`src/hdl/pcng_pkg.sv`:
```
package pcng_pkg;

  localparam int MAX_CELLS_PER_AXIS = 64;
  localparam int MIN_CELLS          = 3;
  localparam int NUM_SLOTS          = 26;

  // Field and register widths.
  localparam int REG_W    = 7;
  localparam int CELL_W   = 18;
  localparam int SLOT_W   = 5;
  localparam int AXIS_W   = $clog2(MAX_CELLS_PER_AXIS);
  localparam int CNT_W    = $clog2(MAX_CELLS_PER_AXIS + 1);
  localparam int PLANE_W  = $clog2(MAX_CELLS_PER_AXIS * MAX_CELLS_PER_AXIS + 1);
  localparam int TOTAL_W  =
    $clog2(MAX_CELLS_PER_AXIS * MAX_CELLS_PER_AXIS * MAX_CELLS_PER_AXIS + 1);

  // The divider retires two quotient bits per cycle.
  localparam int DIV_STEPS = CELL_W / 2;
  localparam int DIV_CNT_W = $clog2(DIV_STEPS);

  localparam int QUEUE_DEPTH = 2;
  localparam int QPTR_W      = $clog2(QUEUE_DEPTH);

  // Configuration register indexes.
  localparam int CFG_ADDR_W = 2;
  localparam logic [CFG_ADDR_W-1:0] REG_X_CELLS = 2'd0;
  localparam logic [CFG_ADDR_W-1:0] REG_Y_CELLS = 2'd1;
  localparam logic [CFG_ADDR_W-1:0] REG_Z_CELLS = 2'd2;

  localparam logic [SLOT_W-1:0] LAST_SLOT = SLOT_W'(NUM_SLOTS - 1);

  // Per-axis step codes; they also index the three precomputed offsets.
  typedef logic [1:0] delta_t;
  localparam delta_t D_ZERO  = 2'd0;
  localparam delta_t D_PLUS  = 2'd1;
  localparam delta_t D_MINUS = 2'd2;

  typedef struct packed {
    delta_t dx;
    delta_t dy;
    delta_t dz;
  } step_t;

  // Effective axis counts after clamping.
  typedef struct packed {
    logic [CNT_W-1:0] nx;
    logic [CNT_W-1:0] ny;
    logic [CNT_W-1:0] nz;
  } geom_t;

  // One decoded cell: for each axis the offsets of the same, next and
  // previous coordinate (element 0, 1 and 2), already scaled by the stride.
  typedef struct packed {
    logic                           bad;
    logic [2:0][CELL_W-1:0]         zoff;
    logic [2:0][PLANE_W-1:0]        yoff;
    logic [2:0][AXIS_W-1:0]         xpos;
  } entry_t;

  function automatic logic [CNT_W-1:0] eff_count(input logic [REG_W-1:0] v);
    logic [CNT_W-1:0] r;
    if (v < REG_W'(MIN_CELLS)) begin
      r = CNT_W'(MIN_CELLS);
    end else if (v > REG_W'(MAX_CELLS_PER_AXIS)) begin
      r = CNT_W'(MAX_CELLS_PER_AXIS);
    end else begin
      r = CNT_W'(v);
    end
    return r;
  endfunction

  // Coordinate plus a step of -1, 0 or +1, modulo n.
  function automatic logic [AXIS_W-1:0] wrap_step(input logic [AXIS_W-1:0] coord,
                                                   input delta_t d,
                                                   input logic [CNT_W-1:0] n);
    logic [CNT_W-1:0]  up;
    logic [CNT_W-1:0]  top;
    logic [AXIS_W-1:0] r;
    up  = CNT_W'(coord) + 1'b1;
    top = n - 1'b1;
    if (d == D_PLUS) begin
      r = (up == n) ? '0 : up[AXIS_W-1:0];
    end else if (d == D_MINUS) begin
      r = (coord == '0) ? top[AXIS_W-1:0] : coord - 1'b1;
    end else begin
      r = coord;
    end
    return r;
  endfunction

  // One restoring division step: returns {quotient bit, new remainder}.
  function automatic logic [CNT_W:0] div_step(input logic [CNT_W-1:0] rem,
                                              input logic b,
                                              input logic [CNT_W-1:0] d);
    logic [CNT_W:0]   t;
    logic [CNT_W:0]   diff;
    logic [CNT_W:0]   r;
    t    = {rem, b};
    diff = t - {1'b0, d};
    if (t >= {1'b0, d}) begin
      r = {1'b1, diff[CNT_W-1:0]};
    end else begin
      r = {1'b0, t[CNT_W-1:0]};
    end
    return r;
  endfunction

  // Fixed neighbor order: eight in-plane moves, repeated in the layer above
  // and the layer below, then straight up and straight down.
  function automatic step_t slot_step(input logic [SLOT_W-1:0] k);
    step_t s;
    unique case (k[2:0])
      3'd0: begin s.dx = D_MINUS; s.dy = D_PLUS;  end
      3'd1: begin s.dx = D_MINUS; s.dy = D_ZERO;  end
      3'd2: begin s.dx = D_MINUS; s.dy = D_MINUS; end
      3'd3: begin s.dx = D_ZERO;  s.dy = D_PLUS;  end
      3'd4: begin s.dx = D_ZERO;  s.dy = D_MINUS; end
      3'd5: begin s.dx = D_PLUS;  s.dy = D_PLUS;  end
      3'd6: begin s.dx = D_PLUS;  s.dy = D_ZERO;  end
      3'd7: begin s.dx = D_PLUS;  s.dy = D_MINUS; end
    endcase
    if (k < SLOT_W'(8)) begin
      s.dz = D_ZERO;
    end else if (k < SLOT_W'(16)) begin
      s.dz = D_PLUS;
    end else if (k < SLOT_W'(24)) begin
      s.dz = D_MINUS;
    end else begin
      s.dx = D_ZERO;
      s.dy = D_ZERO;
      s.dz = (k == SLOT_W'(24)) ? D_PLUS : D_MINUS;
    end
    return s;
  endfunction

endpackage

```
`src/hdl/periodic_cell_neighbor_generator_core.sv`:
```
// Periodic neighbor-cell generator for a 3-D cell list. Each cell index taken on
// the in_ channel (numbered x fastest, then row y, then layer z) produces 26
// transactions on the out_ channel: the eight in-plane neighbors, the same eight
// in the layer above, the same eight in the layer below, then the cell straight
// above and straight below, every coordinate wrapping around its axis. The axis
// counts are written through the cfg_ port (index 0 x, 1 y, 2 z); values below 3
// act as 3 and values above 64 act as 64. An index at or beyond x*y*z is still
// answered with 26 transactions, flagged in out_tuser with a zero neighbor.
// The output channel moves one neighbor per cycle while out_tready stays high and
// sets the sustained rate. The front end takes the index, divides it by the x
// count and then by the y count at two quotient bits a cycle, builds the wrapped
// offsets and hands the entry off. It runs ahead of the output through a
// two-entry queue, so a new cell is taken while earlier ones are still being
// emitted. Allow two cycles after a configuration write before the next cell is
// presented; the derived plane and total counts are registered from the
// configuration.
module periodic_cell_neighbor_generator_core (
  input  logic                               clk,
  input  logic                               rst_n,

  // Configuration write port.
  input  logic                               cfg_we,
  input  logic [pcng_pkg::CFG_ADDR_W-1:0]    cfg_addr,
  input  logic [pcng_pkg::REG_W-1:0]         cfg_wdata,

  // Cell index stream.
  input  logic                               in_tvalid,
  output logic                               in_tready,
  input  logic [23:0]                        in_tdata,   // [17:0] cell_index, rest zero

  // Neighbor stream.
  output logic                               out_tvalid,
  input  logic                               out_tready,
  output logic [23:0]                        out_tdata,  // [4:0] direction,
                                                         // [22:5] neighbor_index, rest zero
  output logic                               out_tuser,  // [0] bad_cell
  output logic                               out_tlast
);

  logic [pcng_pkg::REG_W-1:0]   x_cells_r, x_cells_nxt;
  logic [pcng_pkg::REG_W-1:0]   y_cells_r, y_cells_nxt;
  logic [pcng_pkg::REG_W-1:0]   z_cells_r, z_cells_nxt;
  pcng_pkg::geom_t              geom;

  logic                         fq_valid, fq_ready;
  pcng_pkg::entry_t             fq_entry;
  logic                         qb_valid, qb_ready;
  pcng_pkg::entry_t             qb_entry;

  logic [pcng_pkg::SLOT_W-1:0]  dir;
  logic [pcng_pkg::CELL_W-1:0]  nbr;

  // Register writes; an index past the register list is ignored.
  always_comb begin
    x_cells_nxt = x_cells_r;
    y_cells_nxt = y_cells_r;
    z_cells_nxt = z_cells_r;
    if (cfg_we) begin
      unique case (cfg_addr)
        pcng_pkg::REG_X_CELLS: x_cells_nxt = cfg_wdata;
        pcng_pkg::REG_Y_CELLS: y_cells_nxt = cfg_wdata;
        pcng_pkg::REG_Z_CELLS: z_cells_nxt = cfg_wdata;
        default: ;
      endcase
    end
  end

  always_ff @(posedge clk) begin
    if (!rst_n) begin
      x_cells_r <= pcng_pkg::REG_W'(pcng_pkg::MIN_CELLS);
      y_cells_r <= pcng_pkg::REG_W'(pcng_pkg::MIN_CELLS);
      z_cells_r <= pcng_pkg::REG_W'(pcng_pkg::MIN_CELLS);
    end else begin
      x_cells_r <= x_cells_nxt;
      y_cells_r <= y_cells_nxt;
      z_cells_r <= z_cells_nxt;
    end
  end

  // Clamped counts seen by the datapath.
  assign geom.nx = pcng_pkg::eff_count(x_cells_r);
  assign geom.ny = pcng_pkg::eff_count(y_cells_r);
  assign geom.nz = pcng_pkg::eff_count(z_cells_r);

  // Front end: splits the index into coordinates and builds wrapped offsets.
  pcng_front u_front (
    .clk      (clk),
    .rst_n    (rst_n),
    .geom     (geom),
    .in_valid (in_tvalid),
    .in_ready (in_tready),
    .in_cell  (in_tdata[pcng_pkg::CELL_W-1:0]),
    .q_valid  (fq_valid),
    .q_ready  (fq_ready),
    .q_entry  (fq_entry)
  );

  // Decoupling queue between the front end and the emitter.
  pcng_fifo u_fifo (
    .clk       (clk),
    .rst_n     (rst_n),
    .in_valid  (fq_valid),
    .in_ready  (fq_ready),
    .in_entry  (fq_entry),
    .out_valid (qb_valid),
    .out_ready (qb_ready),
    .out_entry (qb_entry)
  );

  // Back end: walks the 26 slots into an output register, one per cycle unless stalled.
  pcng_back u_back (
    .clk          (clk),
    .rst_n        (rst_n),
    .q_valid      (qb_valid),
    .q_ready      (qb_ready),
    .q_entry      (qb_entry),
    .out_valid    (out_tvalid),
    .out_ready    (out_tready),
    .out_dir      (dir),
    .out_neighbor (nbr),
    .out_bad      (out_tuser),
    .out_last     (out_tlast)
  );

  assign out_tdata = {1'b0, nbr, dir};

endmodule

```
`src/hdl/pcng_front.sv`:
```
module pcng_front (
  input  logic                          clk,
  input  logic                          rst_n,
  input  pcng_pkg::geom_t               geom,
  input  logic                          in_valid,
  output logic                          in_ready,
  input  logic [pcng_pkg::CELL_W-1:0]   in_cell,
  output logic                          q_valid,
  input  logic                          q_ready,
  output pcng_pkg::entry_t              q_entry
);

  localparam logic [2:0] S_IDLE = 3'd0;
  localparam logic [2:0] S_DIV1 = 3'd1;
  localparam logic [2:0] S_DIV2 = 3'd2;
  localparam logic [2:0] S_MAP  = 3'd3;
  localparam logic [2:0] S_PUSH = 3'd4;

  localparam int CW = pcng_pkg::CNT_W;
  localparam int AW = pcng_pkg::AXIS_W;
  localparam int PW = pcng_pkg::PLANE_W;
  localparam int LW = pcng_pkg::CELL_W;

  logic [2:0]                        state_r, state_nxt;
  logic [LW-1:0]                     c_r, c_nxt;
  logic [LW-1:0]                     dvd_r, dvd_nxt;
  logic [CW-1:0]                     rem_r, rem_nxt;
  logic [pcng_pkg::DIV_CNT_W-1:0]    cnt_r, cnt_nxt;
  logic [AW-1:0]                     x_r, x_nxt;
  logic [AW-1:0]                     y_r, y_nxt;
  logic [AW-1:0]                     z_r, z_nxt;
  pcng_pkg::entry_t                  entry_r, entry_nxt;
  logic [PW-1:0]                     plane_r;
  logic [pcng_pkg::TOTAL_W-1:0]      total_r;

  logic [2*CW-1:0]                   plane_full;
  logic [PW+CW-1:0]                  total_full;
  logic [CW-1:0]                     divisor;
  logic [CW:0]                       s1, s2;
  logic [LW-1:0]                     dvd_shift;
  logic                              div_done;
  logic [AW-1:0]                     wx, wy, wz;
  logic [AW+PW-1:0]                  zprod;
  logic [AW+CW-1:0]                  yprod;

  // Plane and total cell counts are registered, the total from the registered
  // plane; they are first used when the offsets are built, after both divisions.
  assign plane_full = {{CW{1'b0}}, geom.nx} * {{CW{1'b0}}, geom.ny};
  assign total_full = {{CW{1'b0}}, plane_r} * {{PW{1'b0}}, geom.nz};

  always_ff @(posedge clk) begin
    plane_r <= plane_full[PW-1:0];
    total_r <= total_full[pcng_pkg::TOTAL_W-1:0];
  end

  assign divisor   = (state_r == S_DIV2) ? geom.ny : geom.nx;
  assign s1        = pcng_pkg::div_step(rem_r, dvd_r[LW-1], divisor);
  assign s2        = pcng_pkg::div_step(s1[CW-1:0], dvd_r[LW-2], divisor);
  assign dvd_shift = {dvd_r[LW-3:0], s1[CW], s2[CW]};
  assign div_done  = (cnt_r == pcng_pkg::DIV_CNT_W'(pcng_pkg::DIV_STEPS - 1));

  assign in_ready = (state_r == S_IDLE);
  assign q_valid  = (state_r == S_PUSH);
  assign q_entry  = entry_r;

  always_comb begin
    state_nxt = state_r;
    c_nxt     = c_r;
    dvd_nxt   = dvd_r;
    rem_nxt   = rem_r;
    cnt_nxt   = cnt_r;
    x_nxt     = x_r;
    y_nxt     = y_r;
    z_nxt     = z_r;
    entry_nxt = entry_r;
    wx        = '0;
    wy        = '0;
    wz        = '0;
    zprod     = '0;
    yprod     = '0;
    unique case (state_r)
      S_IDLE: begin
        if (in_valid) begin
          c_nxt     = in_cell;
          dvd_nxt   = in_cell;
          rem_nxt   = '0;
          cnt_nxt   = '0;
          state_nxt = S_DIV1;
        end
      end
      S_DIV1: begin
        dvd_nxt = dvd_shift;
        rem_nxt = s2[CW-1:0];
        cnt_nxt = cnt_r + 1'b1;
        if (div_done) begin
          // x is the remainder of c / nx; the quotient goes on to be split by ny.
          x_nxt     = s2[AW-1:0];
          rem_nxt   = '0;
          cnt_nxt   = '0;
          state_nxt = S_DIV2;
        end
      end
      S_DIV2: begin
        dvd_nxt = dvd_shift;
        rem_nxt = s2[CW-1:0];
        cnt_nxt = cnt_r + 1'b1;
        if (div_done) begin
          y_nxt     = s2[AW-1:0];
          z_nxt     = dvd_shift[AW-1:0];
          state_nxt = S_MAP;
        end
      end
      S_MAP: begin
        entry_nxt.bad = (pcng_pkg::TOTAL_W'(c_r) >= total_r);
        for (int i = 0; i < 3; i++) begin
          wx    = pcng_pkg::wrap_step(x_r, pcng_pkg::delta_t'(i), geom.nx);
          wy    = pcng_pkg::wrap_step(y_r, pcng_pkg::delta_t'(i), geom.ny);
          wz    = pcng_pkg::wrap_step(z_r, pcng_pkg::delta_t'(i), geom.nz);
          zprod = {{PW{1'b0}}, wz} * {{AW{1'b0}}, plane_r};
          yprod = {{CW{1'b0}}, wy} * {{AW{1'b0}}, geom.nx};
          entry_nxt.zoff[i] = zprod[LW-1:0];
          entry_nxt.yoff[i] = yprod[PW-1:0];
          entry_nxt.xpos[i] = wx;
        end
        state_nxt = S_PUSH;
      end
      S_PUSH: begin
        if (q_ready) begin
          state_nxt = S_IDLE;
        end
      end
      default: begin
        state_nxt = S_IDLE;
      end
    endcase
  end

  always_ff @(posedge clk) begin
    if (!rst_n) begin
      state_r <= S_IDLE;
    end else begin
      state_r <= state_nxt;
    end
  end

  always_ff @(posedge clk) begin
    c_r     <= c_nxt;
    dvd_r   <= dvd_nxt;
    rem_r   <= rem_nxt;
    cnt_r   <= cnt_nxt;
    x_r     <= x_nxt;
    y_r     <= y_nxt;
    z_r     <= z_nxt;
    entry_r <= entry_nxt;
  end

endmodule

```
`src/hdl/pcng_fifo.sv`:
```
module pcng_fifo (
  input  logic             clk,
  input  logic             rst_n,
  input  logic             in_valid,
  output logic             in_ready,
  input  pcng_pkg::entry_t in_entry,
  output logic             out_valid,
  input  logic             out_ready,
  output pcng_pkg::entry_t out_entry
);

  localparam int PTR_W = pcng_pkg::QPTR_W;

  pcng_pkg::entry_t   slot_r [pcng_pkg::QUEUE_DEPTH];
  logic [PTR_W-1:0]   wr_ptr_r, wr_ptr_nxt;
  logic [PTR_W-1:0]   rd_ptr_r, rd_ptr_nxt;
  logic [PTR_W:0]     count_r, count_nxt;
  logic               push, pop;

  assign in_ready  = (count_r != (PTR_W+1)'(pcng_pkg::QUEUE_DEPTH));
  assign out_valid = (count_r != '0);
  assign out_entry = slot_r[rd_ptr_r];
  assign push      = in_valid && in_ready;
  assign pop       = out_valid && out_ready;

  always_comb begin
    wr_ptr_nxt = push ? wr_ptr_r + 1'b1 : wr_ptr_r;
    rd_ptr_nxt = pop ? rd_ptr_r + 1'b1 : rd_ptr_r;
    count_nxt  = count_r + (PTR_W+1)'(push) - (PTR_W+1)'(pop);
  end

  always_ff @(posedge clk) begin
    if (!rst_n) begin
      wr_ptr_r <= '0;
      rd_ptr_r <= '0;
      count_r  <= '0;
    end else begin
      wr_ptr_r <= wr_ptr_nxt;
      rd_ptr_r <= rd_ptr_nxt;
      count_r  <= count_nxt;
    end
  end

  always_ff @(posedge clk) begin
    if (push) begin
      slot_r[wr_ptr_r] <= in_entry;
    end
  end

endmodule

```
`src/hdl/pcng_back.sv`:
```
module pcng_back (
  input  logic                          clk,
  input  logic                          rst_n,
  input  logic                          q_valid,
  output logic                          q_ready,
  input  pcng_pkg::entry_t              q_entry,
  output logic                          out_valid,
  input  logic                          out_ready,
  output logic [pcng_pkg::SLOT_W-1:0]   out_dir,
  output logic [pcng_pkg::CELL_W-1:0]   out_neighbor,
  output logic                          out_bad,
  output logic                          out_last
);

  localparam int LW = pcng_pkg::CELL_W;
  localparam int SW = pcng_pkg::SLOT_W;

  pcng_pkg::entry_t   cur_r, cur_nxt;
  logic               cur_valid_r, cur_valid_nxt;
  logic [SW-1:0]      slot_r, slot_nxt;
  logic               out_valid_r, out_valid_nxt;
  logic [SW-1:0]      dir_r;
  logic [LW-1:0]      nbr_r;
  logic               bad_r;
  logic               last_r;

  pcng_pkg::step_t    st;
  logic [1:0]         zi, yi, xi;
  logic [LW:0]        sum;
  logic [LW-1:0]      nbr;
  logic               adv, finishing, take;

  function automatic logic [1:0] code_index(input pcng_pkg::delta_t d);
    logic [1:0] r;
    if (d == pcng_pkg::D_PLUS) begin
      r = 2'd1;
    end else if (d == pcng_pkg::D_MINUS) begin
      r = 2'd2;
    end else begin
      r = 2'd0;
    end
    return r;
  endfunction

  assign st  = pcng_pkg::slot_step(slot_r);
  assign zi  = code_index(st.dz);
  assign yi  = code_index(st.dy);
  assign xi  = code_index(st.dx);
  assign sum = {1'b0, cur_r.zoff[zi]}
             + (LW+1)'(cur_r.yoff[yi])
             + (LW+1)'(cur_r.xpos[xi]);
  assign nbr = cur_r.bad ? '0 : sum[LW-1:0];

  assign adv       = cur_valid_r && (!out_valid_r || out_ready);
  assign finishing = adv && (slot_r == pcng_pkg::LAST_SLOT);
  assign q_ready   = !cur_valid_r || finishing;
  assign take      = q_valid && q_ready;

  always_comb begin
    cur_nxt       = take ? q_entry : cur_r;
    cur_valid_nxt = take ? 1'b1 : (finishing ? 1'b0 : cur_valid_r);
    if (take || finishing) begin
      slot_nxt = '0;
    end else if (adv) begin
      slot_nxt = slot_r + 1'b1;
    end else begin
      slot_nxt = slot_r;
    end
    out_valid_nxt = adv ? 1'b1 : (out_ready ? 1'b0 : out_valid_r);
  end

  always_ff @(posedge clk) begin
    if (!rst_n) begin
      cur_valid_r <= 1'b0;
      slot_r      <= '0;
      out_valid_r <= 1'b0;
    end else begin
      cur_valid_r <= cur_valid_nxt;
      slot_r      <= slot_nxt;
      out_valid_r <= out_valid_nxt;
    end
  end

  always_ff @(posedge clk) begin
    cur_r <= cur_nxt;
    if (adv) begin
      dir_r  <= slot_r;
      nbr_r  <= nbr;
      bad_r  <= cur_r.bad;
      last_r <= (slot_r == pcng_pkg::LAST_SLOT);
    end
  end

  assign out_valid    = out_valid_r;
  assign out_dir      = dir_r;
  assign out_neighbor = nbr_r;
  assign out_bad      = bad_r;
  assign out_last     = last_r;

  // The end-of-cell marker sits on the final slot only.
  a_last_slot: assert property (@(posedge clk) disable iff (!rst_n)
    out_valid_r |-> (last_r == (dir_r == pcng_pkg::LAST_SLOT)))
    else $error("end marker does not match the final slot");

  // An out-of-range cell never names a neighbor.
  a_bad_zero: assert property (@(posedge clk) disable iff (!rst_n)
    (out_valid_r && bad_r) |-> (nbr_r == '0))
    else $error("out-of-range cell produced a nonzero neighbor");

  // Within a cell the slots come out in order without gaps.
  a_slot_order: assert property (@(posedge clk) disable iff (!rst_n)
    (out_valid_r && out_ready && !last_r) |=>
      (out_valid_r && (dir_r == $past(dir_r) + 1'b1)))
    else $error("slot sequence broken");

  // A new cell is taken from the queue only when the slot counter restarts.
  a_take_restart: assert property (@(posedge clk) disable iff (!rst_n)
    take |=> (cur_valid_r && (slot_r == '0)))
    else $error("cell loaded without restarting the slot counter");

endmodule

```
`config.mk`:
```
export PLATFORM = sky130hd
export DESIGN_NAME = periodic_cell_neighbor_generator_core
export DESIGN_NICKNAME = d
export VERILOG_FILES = /design/src/hdl/pcng_pkg.sv /design/src/hdl/periodic_cell_neighbor_generator_core.sv /design/src/hdl/pcng_front.sv /design/src/hdl/pcng_fifo.sv /design/src/hdl/pcng_back.sv
export SDC_FILE = /design/constraint.sdc
export NUM_CORES = 2
export LEC_CHECK = 0
export BUFFER_PORTS_ARGS = -buffer_cell sky130_fd_sc_hd__buf_4
export CORE_MARGIN = 10
export CORE_UTILIZATION = 40
export DETAILED_ROUTE_END_ITERATION = 12
export GPL_TIMING_DRIVEN = 0
export PLACE_DENSITY = 0.64
export SYNTH_ARGS = -nofsm -noshare
export SYNTH_HDL_FRONTEND = slang
export SYNTH_SLANG_ARGS = --single-unit
```
`constraint.sdc`:
```
create_clock -name clk -period 15.66 [get_ports clk]
set_input_delay 2.349 -clock clk [delete_from_list [all_inputs] [get_ports clk]]
set_output_delay 2.349 -clock clk [all_outputs]
set_load 0.02 [all_outputs]
```
# ---- Yosys cells after proc, flatten, opt, wreduce, memory -nomap -nowiden
# Memories as Yosys holds them, arrays and structs flattened. A register that Yosys moved wholly into a read port is not among the register bits.
# Cells that the tools add are included.
dict set report word_totals {
  regBits 269
  latchBits 0
  ramBits 224
  rom_bits 32
  input_bits 38
  out_inout_bits 28
  wordCells 191
  memories 2
}
# memory depth width rd rd_ports_with_merged_regs write_ports line_no
set mem_list {}
lappend mem_list {u_fifo.slot_r 2 112 1 1 1 pcng_fifo.sv:14} ;# pcng_pkg::entry_t slot_r [pcng_pkg::QUEUE_DEPTH];
lappend mem_list {{(name not given)} 8 4 1 1 0 pcng_pkg.sv:112} ;# unique case (k[2:0])
dict set report classes {
  n_addsub 19
  mul 8
  div_mod_pow 0
  order_cmp 15
  n_eq_ne 23
  shifts 0
  mux 60
  bitwise_logic 1
  reduce_logical 30
}
# op n
set op_table {}
lappend op_table {{$mux W6} 12}
lappend op_table {{$mux W7} 9}
lappend op_table {{$mul A6 B13 Y18} 3}
lappend op_table {{$mul A6 B7 Y13} 3}
lappend op_table {{$bmux W18 S2} 1}
lappend op_table {{$mux W18} 2}
lappend op_table {{$pmux W18 S2} 1}
lappend op_table {{$sub A6 B1 Y6 const B} 6}
lappend op_table {{$bmux W13 S2} 1}
lappend op_table {{$add A6 B1 Y7 const B} 3}
lappend op_table {{$eq A7 B7 Y1} 3}
lappend op_table {{$gt A7 B7 Y1 const B} 3}
lappend op_table {{$lt A7 B2 Y1 const B} 3}
lappend op_table {{$pmux W7 S3} 1}
lappend op_table {{$mux W2} 10}
lappend op_table {{$mux W4} 5}
lappend op_table {{$ge A18 B19 Y1} 1}
lappend op_table {{$mul A13 B7 Y19} 1}
lappend op_table {{$add A18 B13 Y18} 1}
lappend op_table {{$add A18 B6 Y18} 1}
lappend op_table {{$logic_not A6 Y1} 3}
lappend op_table {{$mux W3} 6}
lappend op_table {{$ge A8 B7 Y1} 2}
lappend op_table {{$mux W8} 2}
lappend op_table {{other kinds (35)} 73}

# ---- Logic depth before layout (Yosys ltp)
dict set report logic_depth {
  depth_word 12
  depth_mapped 28
  ltp_nobuf 25
}

# ---- Modules after synthesis
# A second synthesis with hierarchy kept.
dict set report hier_totals {
  cells_unflattened 3368
  hier_area_um2 39611.7
}
# mod instances cells_each area_each_um2 seq_area_each_um2
set modules_own_cells {}
lappend modules_own_cells {pcng_front 1 2388 23588.9 6015.8}
lappend modules_own_cells {pcng_fifo 1 377 8363.0 6826.5}
lappend modules_own_cells {pcng_back 1 492 6668.9 4334.2}
lappend modules_own_cells {periodic_cell_neighbor_generator_core 1 111 991.0 420.4}

# ---- Worst setup path after synthesis
# OpenSTA, ideal clock, no wires.
dict set report synth_timing {
  kind {input to register}
  from {input port out_tready}
  to {register u_fifo.count_r[1]}
  setup_ps 115
  arrival_ps 10646
  required_ps 15545
  path_slack_ps 4899
  path_stages 11
  path_buffers 1
  path_cell_list {nor2b_1 > nor2b_1 > clkbuf_1 > nand2_1 > a21oi_1 > ha_1 > inv_1 > ha_1 > xnor2_1 > xnor2_1 > and2_1}
}
dict set report synth_via {
  elab_chain_cells 6
}
# element line_no
set synth_rtl {}
lappend synth_rtl {{start: declaration} periodic_cell_neighbor_generator_core.sv:33} ;# input logic out_tready,
lappend synth_rtl {{$logic_or A1 B1 Y1} pcng_back.sv:54} ;# assign adv = cur_valid_r && (!out_valid_r || out_ready);
lappend synth_rtl {{$logic_and A1 B1 Y1} pcng_back.sv:54}
lappend synth_rtl {{net u_back.adv} pcng_back.sv:31} ;# logic adv, finishing, take;
lappend synth_rtl {{$logic_and A1 B1 Y1} pcng_back.sv:55} ;# assign finishing = adv && (slot_r == pcng_pkg::LAST_SLOT);
lappend synth_rtl {{$logic_or A1 B1 Y1} pcng_back.sv:56} ;# assign q_ready = !cur_valid_r || finishing;
lappend synth_rtl {{$logic_and A1 B1 Y1} pcng_fifo.sv:24} ;# assign pop = out_valid && out_ready;
lappend synth_rtl {{$sub A2 B1 Y2} pcng_fifo.sv:29} ;# count_nxt = count_r + (PTR_W+1)'(push) - (PTR_W+1)'(pop);
lappend synth_rtl {{end signal: assignment} pcng_fifo.sv:40} ;# count_r <= count_nxt;
lappend synth_rtl {{end: declaration} pcng_fifo.sv:17} ;# logic [PTR_W:0] count_r, count_nxt;
# The timed path passes the listed nets, and every way through them passes these cells.
# A chain may end at the register's enable or synchronous reset.

# ---- Worst setup path after layout
dict set report layout_timing {
  from {register u_front.z_r[1]}
  to {register u_front.entry_r (netlist bit u_front.q_entry[92]) (data pin)}
}
dict set report layout_via {
  elab_chain_cells 5
}
# element line_no
set layout_rtl {}
lappend layout_rtl {{start: declaration} pcng_front.sv:31} ;# logic [AW-1:0] z_r, z_nxt;
lappend layout_rtl {{start signal: assignment} pcng_front.sv:153} ;# z_r <= z_nxt;
lappend layout_rtl {{$add A6 B1 Y7 (*)} --}
lappend layout_rtl {{$eq A7 B7 Y1} pcng_pkg.sv:82} ;# r = (up == n) ? '0 : up[AXIS_W-1:0];
lappend layout_rtl {{$mux W6 (*)} pcng_pkg.sv:82}
lappend layout_rtl {{$mux W6 (*)} pcng_front.sv:81} ;# unique case (state_r)
lappend layout_rtl {{$mul A6 B13 Y18 (*)} pcng_front.sv:119} ;# zprod = {{PW{1'b0}}, wz} * {{AW{1'b0}}, plane_r};
lappend layout_rtl {{end signal: assignment} pcng_front.sv:154} ;# entry_r <= entry_nxt;
lappend layout_rtl {{end: declaration} pcng_front.sv:32} ;# pcng_pkg::entry_t entry_r, entry_nxt;
# Mark *: on every way between the ends. The rest lies on a longest branch, timed or not. The select of a mux whose other input is x is not followed.

==> metrics.cfg <==
[outcome]
status=finished clean

[clock_tree]
cts_tree=built
clock-sinks=609
htreeDepth=2
clk_pin_slew_worst_paths_ps=60
hold_buffers=0
ctsResizeCount=0
cts_setup_buffers=0
cts_root_buf=clkbuf_16
clkLatencyLatePin_ps=680
cts_buffers=61
clk_path_buf_depth=3

[detailed_routing]
drc=0
wl_met3_microns=5250
vias_per_cell=4.98
drt_iter0_drc=1665
wl_microns=85600
met2WireLength_microns=37900
ant_nets=0
drt_pre_antenna_iters=5
wl_per_cell_microns=17.8
vias=24000
top_layer_used=met5
wl_met1_microns=39700

[timing]
skew_ps=50.1
setup_viol_count_final=0
finalWorstSetupSlack_ps=7850
report.final.slew_viol_count=0
fmax_mhz=128
period_needed_ps=7810
relSlewSlack_pct=31.0
fin_tns_setup_ps=0
fin_crit_sh_pct=49.9
hold_viol_final=0
tightest_slew_ps=1030
grt_setup_unrepaired=no

[synth]
synth_enable_flop_cells=538
ys_async_sr_fraction_pct=0
synth_nets=3950
yosysTopAreaCell=edfxtp_1
synthCells=3355
synthTopCellsByArea=edfxtp_1 (41%), fa_1 (14%), ha_1 (8.9%)
ys.flop_type=edfxtp_1
syn_avg_cell_area_sq_um=11.6
synth.top_cell.area_share_pct=41.4
synth_seq_cells=609
synthesis.area_sq_mm=0.0390
yosys_warnings=0
yosysSeqAreaShare_pct=45.0
synth_cell_type_count=78

[die]
die_h_microns=332
fp.dieArea_sq_mm=0.110
die_x_microns=332
pin_count=66
core_area_sq_mm=0.0967
initial_core_util_pct=40.3
rows=114

[critical_path]
max_stage_delay_ps=530
crit_path_start_kind=register
critPathLaunch=u_front.z_r[1]
arrival_ps=8210
cp.required_ps=16060
r2r_cells=27
crit_end=u_front.q_entry[92]
worst_r2r_endpoint=u_front.q_entry[92]
endpoint_kind=register
path_max_fanout=10
regToRegStartpoint=u_front.z_r[1]
r2r_slack_ps=7850
path_class=reg2reg
crit_slowest_cell=fa_1

[power]
p_sw_uw=2010
pwr-share-seq_pct=37.6
ir_drop_v=0.000107
p_comb_share_pct=36.3
finalPower_uw=5930
p_leak_uw=0.0177
swShare_pct=34.0
internal-power_uw=3920
p_per_area_mw_per_mm2=136
clockPowerShare_pct=26.0

[global_route]
track_usage_pct=15.3
antenna_found_initial=3
grt_max_degree=61
grt_overflow_total=0
grt_pass1_vias=24300
grt_pass1_wl_microns=136000

[placed_design]
io_buffer_count=58
hpwlAfterDp_microns=65000
place.gp.congestion=0.899
place_ws_ps=8070

[layout]
area_growth_pct=11.5
layout-drive-gt1-share_pct=9.97
seqCellArea_sq_mm=0.0176
fillCellCount=8832
nets=4083
diodes=0
multi_input_area_sq_mm=0.0194
fin_util_pct=45.0

[min_path]
hp-start=u_front.q_entry[106]
hold_depth=0
hp-class=reg2reg

[job]
drv_cap=0

## sequential cells by signal (all words and copies together), names as in the netlist, 6 cells and up, named ones only
register,count
u_front.plane_r,13
y_cells_r,7
u_fifo.slot_r,224
u_front.dvd_r,18
u_front.y_r,6
z_cells_r,7
u_back.cur_r,112
u_back.out_neighbor,18
u_front.x_r,6
u_front.c_r,18
x_cells_r,7
u_front.total_r,19
u_front.q_entry,112
u_front.rem_r,7
u_front.z_r,6
## cell usage after synthesis, drive strengths merged, types with 12 or more instances
cell and instances:
o21a 14, fa 280, edfxtp 538, nor2b 56
a21oi 136, dfxtp 71, nor3 18, nand2b 22
nand4 12, clkbuf 113, o21bai 14, nand3 36
and2 196, xnor2 109, mux2 137, a21o 42
buf 25, nand2 318, ha 277, xor2 54
nor2 209, inv 403, mux2i 57, o21ai 93
## area by class of cell
| cell class | count | area share [%] |
|---|---|---|
| inverters | 403 | 3.48 |
| clock inverters | 50 | 1.42 |
| plain buffers | 138 | 1.25 |
| repair buffers | 70 | 1.62 |
| clock buffers | 66 | 3.55 |
| multi-input cells | 2205 | 44.6 |
| well taps | 1276 | 3.67 |
| flip-flops and latches | 609 | 40.4 |
## through the flow
stage | hold slack (ps) | instance area [sq um] | std cells
finish | 433 | 43500 | 4817
CTS | 440 | 43500 | 4817
detailed placement | 425 | 41400 | 4701
global route | 445 | 43500 | 4817
floorplan | 406 | 39000 | 3355
global placement | 422 | 41100 | 4689
## worst min-delay path by stage
| stage | endpoint |
|---|---|
| after floorplan | u_back.out_dir[3] |
| after global placement | u_fifo.slot_r[0][79] |
| after detailed placement | u_back.out_dir[3] |
| after CTS | u_back.out_dir[3] |
| after global routing | u_fifo.slot_r[1][81] |
| final | u_fifo.slot_r[1][106] |
## kinds of logic after synthesis
kind of cell	share of synthesized area, %
and+or+nand+nor	11.2
adders and majority gates	23.2
muxes	5.42
xor gates and xnor gates	3.72
AOI/OAI and AO/OA	6.05
DFF	45.0
buffers and inverters	5.27
other	0.00961
## power groups by stage
stage                     sequential [uW]  clock (uW)  combinational [uW]
after floorplan                      2280           0                1550
after global placement               2310           0                2120
after detailed placement             2270           0                2170
after CTS                            2240        1580                2190
after global routing                 2250        1650                2450
final                                2230        1540                2150
## cell usage in the layout, fill, tap and decap left out, drive strengths merged, types with 4 or more instances in the layout
cell type	synthesis	final
nor2	209	209
a21o	42	42
clkinvlp	0	9
edfxtp	538	538
a21boi	7	7
o211ai	8	8
nand2b	22	22
or2	4	4
inv	403	408
dfxtp	71	71
or4b	4	4
nor2b	56	56
mux2i	57	57
nand3b	9	9
o21a	14	14
a21oi	136	136
ha	277	277
nand3	36	36
nand2	318	318
o311ai	8	8
nand4	12	12
a211o	7	7
mux2	137	137
a211oi	7	7
bufinv	0	10
xnor2	109	109
a31oi	10	10
buf	25	95
o21bai	14	14
o31ai	8	8
xor2	54	54
and2	196	196
and3	8	8
fa	280	280
a31o	4	4
nor4	5	5
nor3	18	18
clkinv	0	26
clkbuf	113	179
o21ai	93	93
## worst max-delay path: cells and delay by family, from the launching register on
| family | cells | cell delay (ps) |
|---|---|---|
| fa+ha+maj | 5 | 2180 |
| compound gates | 9 | 1760 |
| flops | 1 | 390 |
| buf+inv | 6 | 1580 |
| simple gates | 6 | 1190 |
| xor+xnor | 1 | 400 |
## layer usage
layer / GRT usage [%] / vias up
met5: 0 / -
met4: 4.95 / 6
li1: - / 11500
met1: 21.4 / 11700
met3: 2.98 / 154
met2: 23.5 / 595
(Power assumes the default switching activity.)
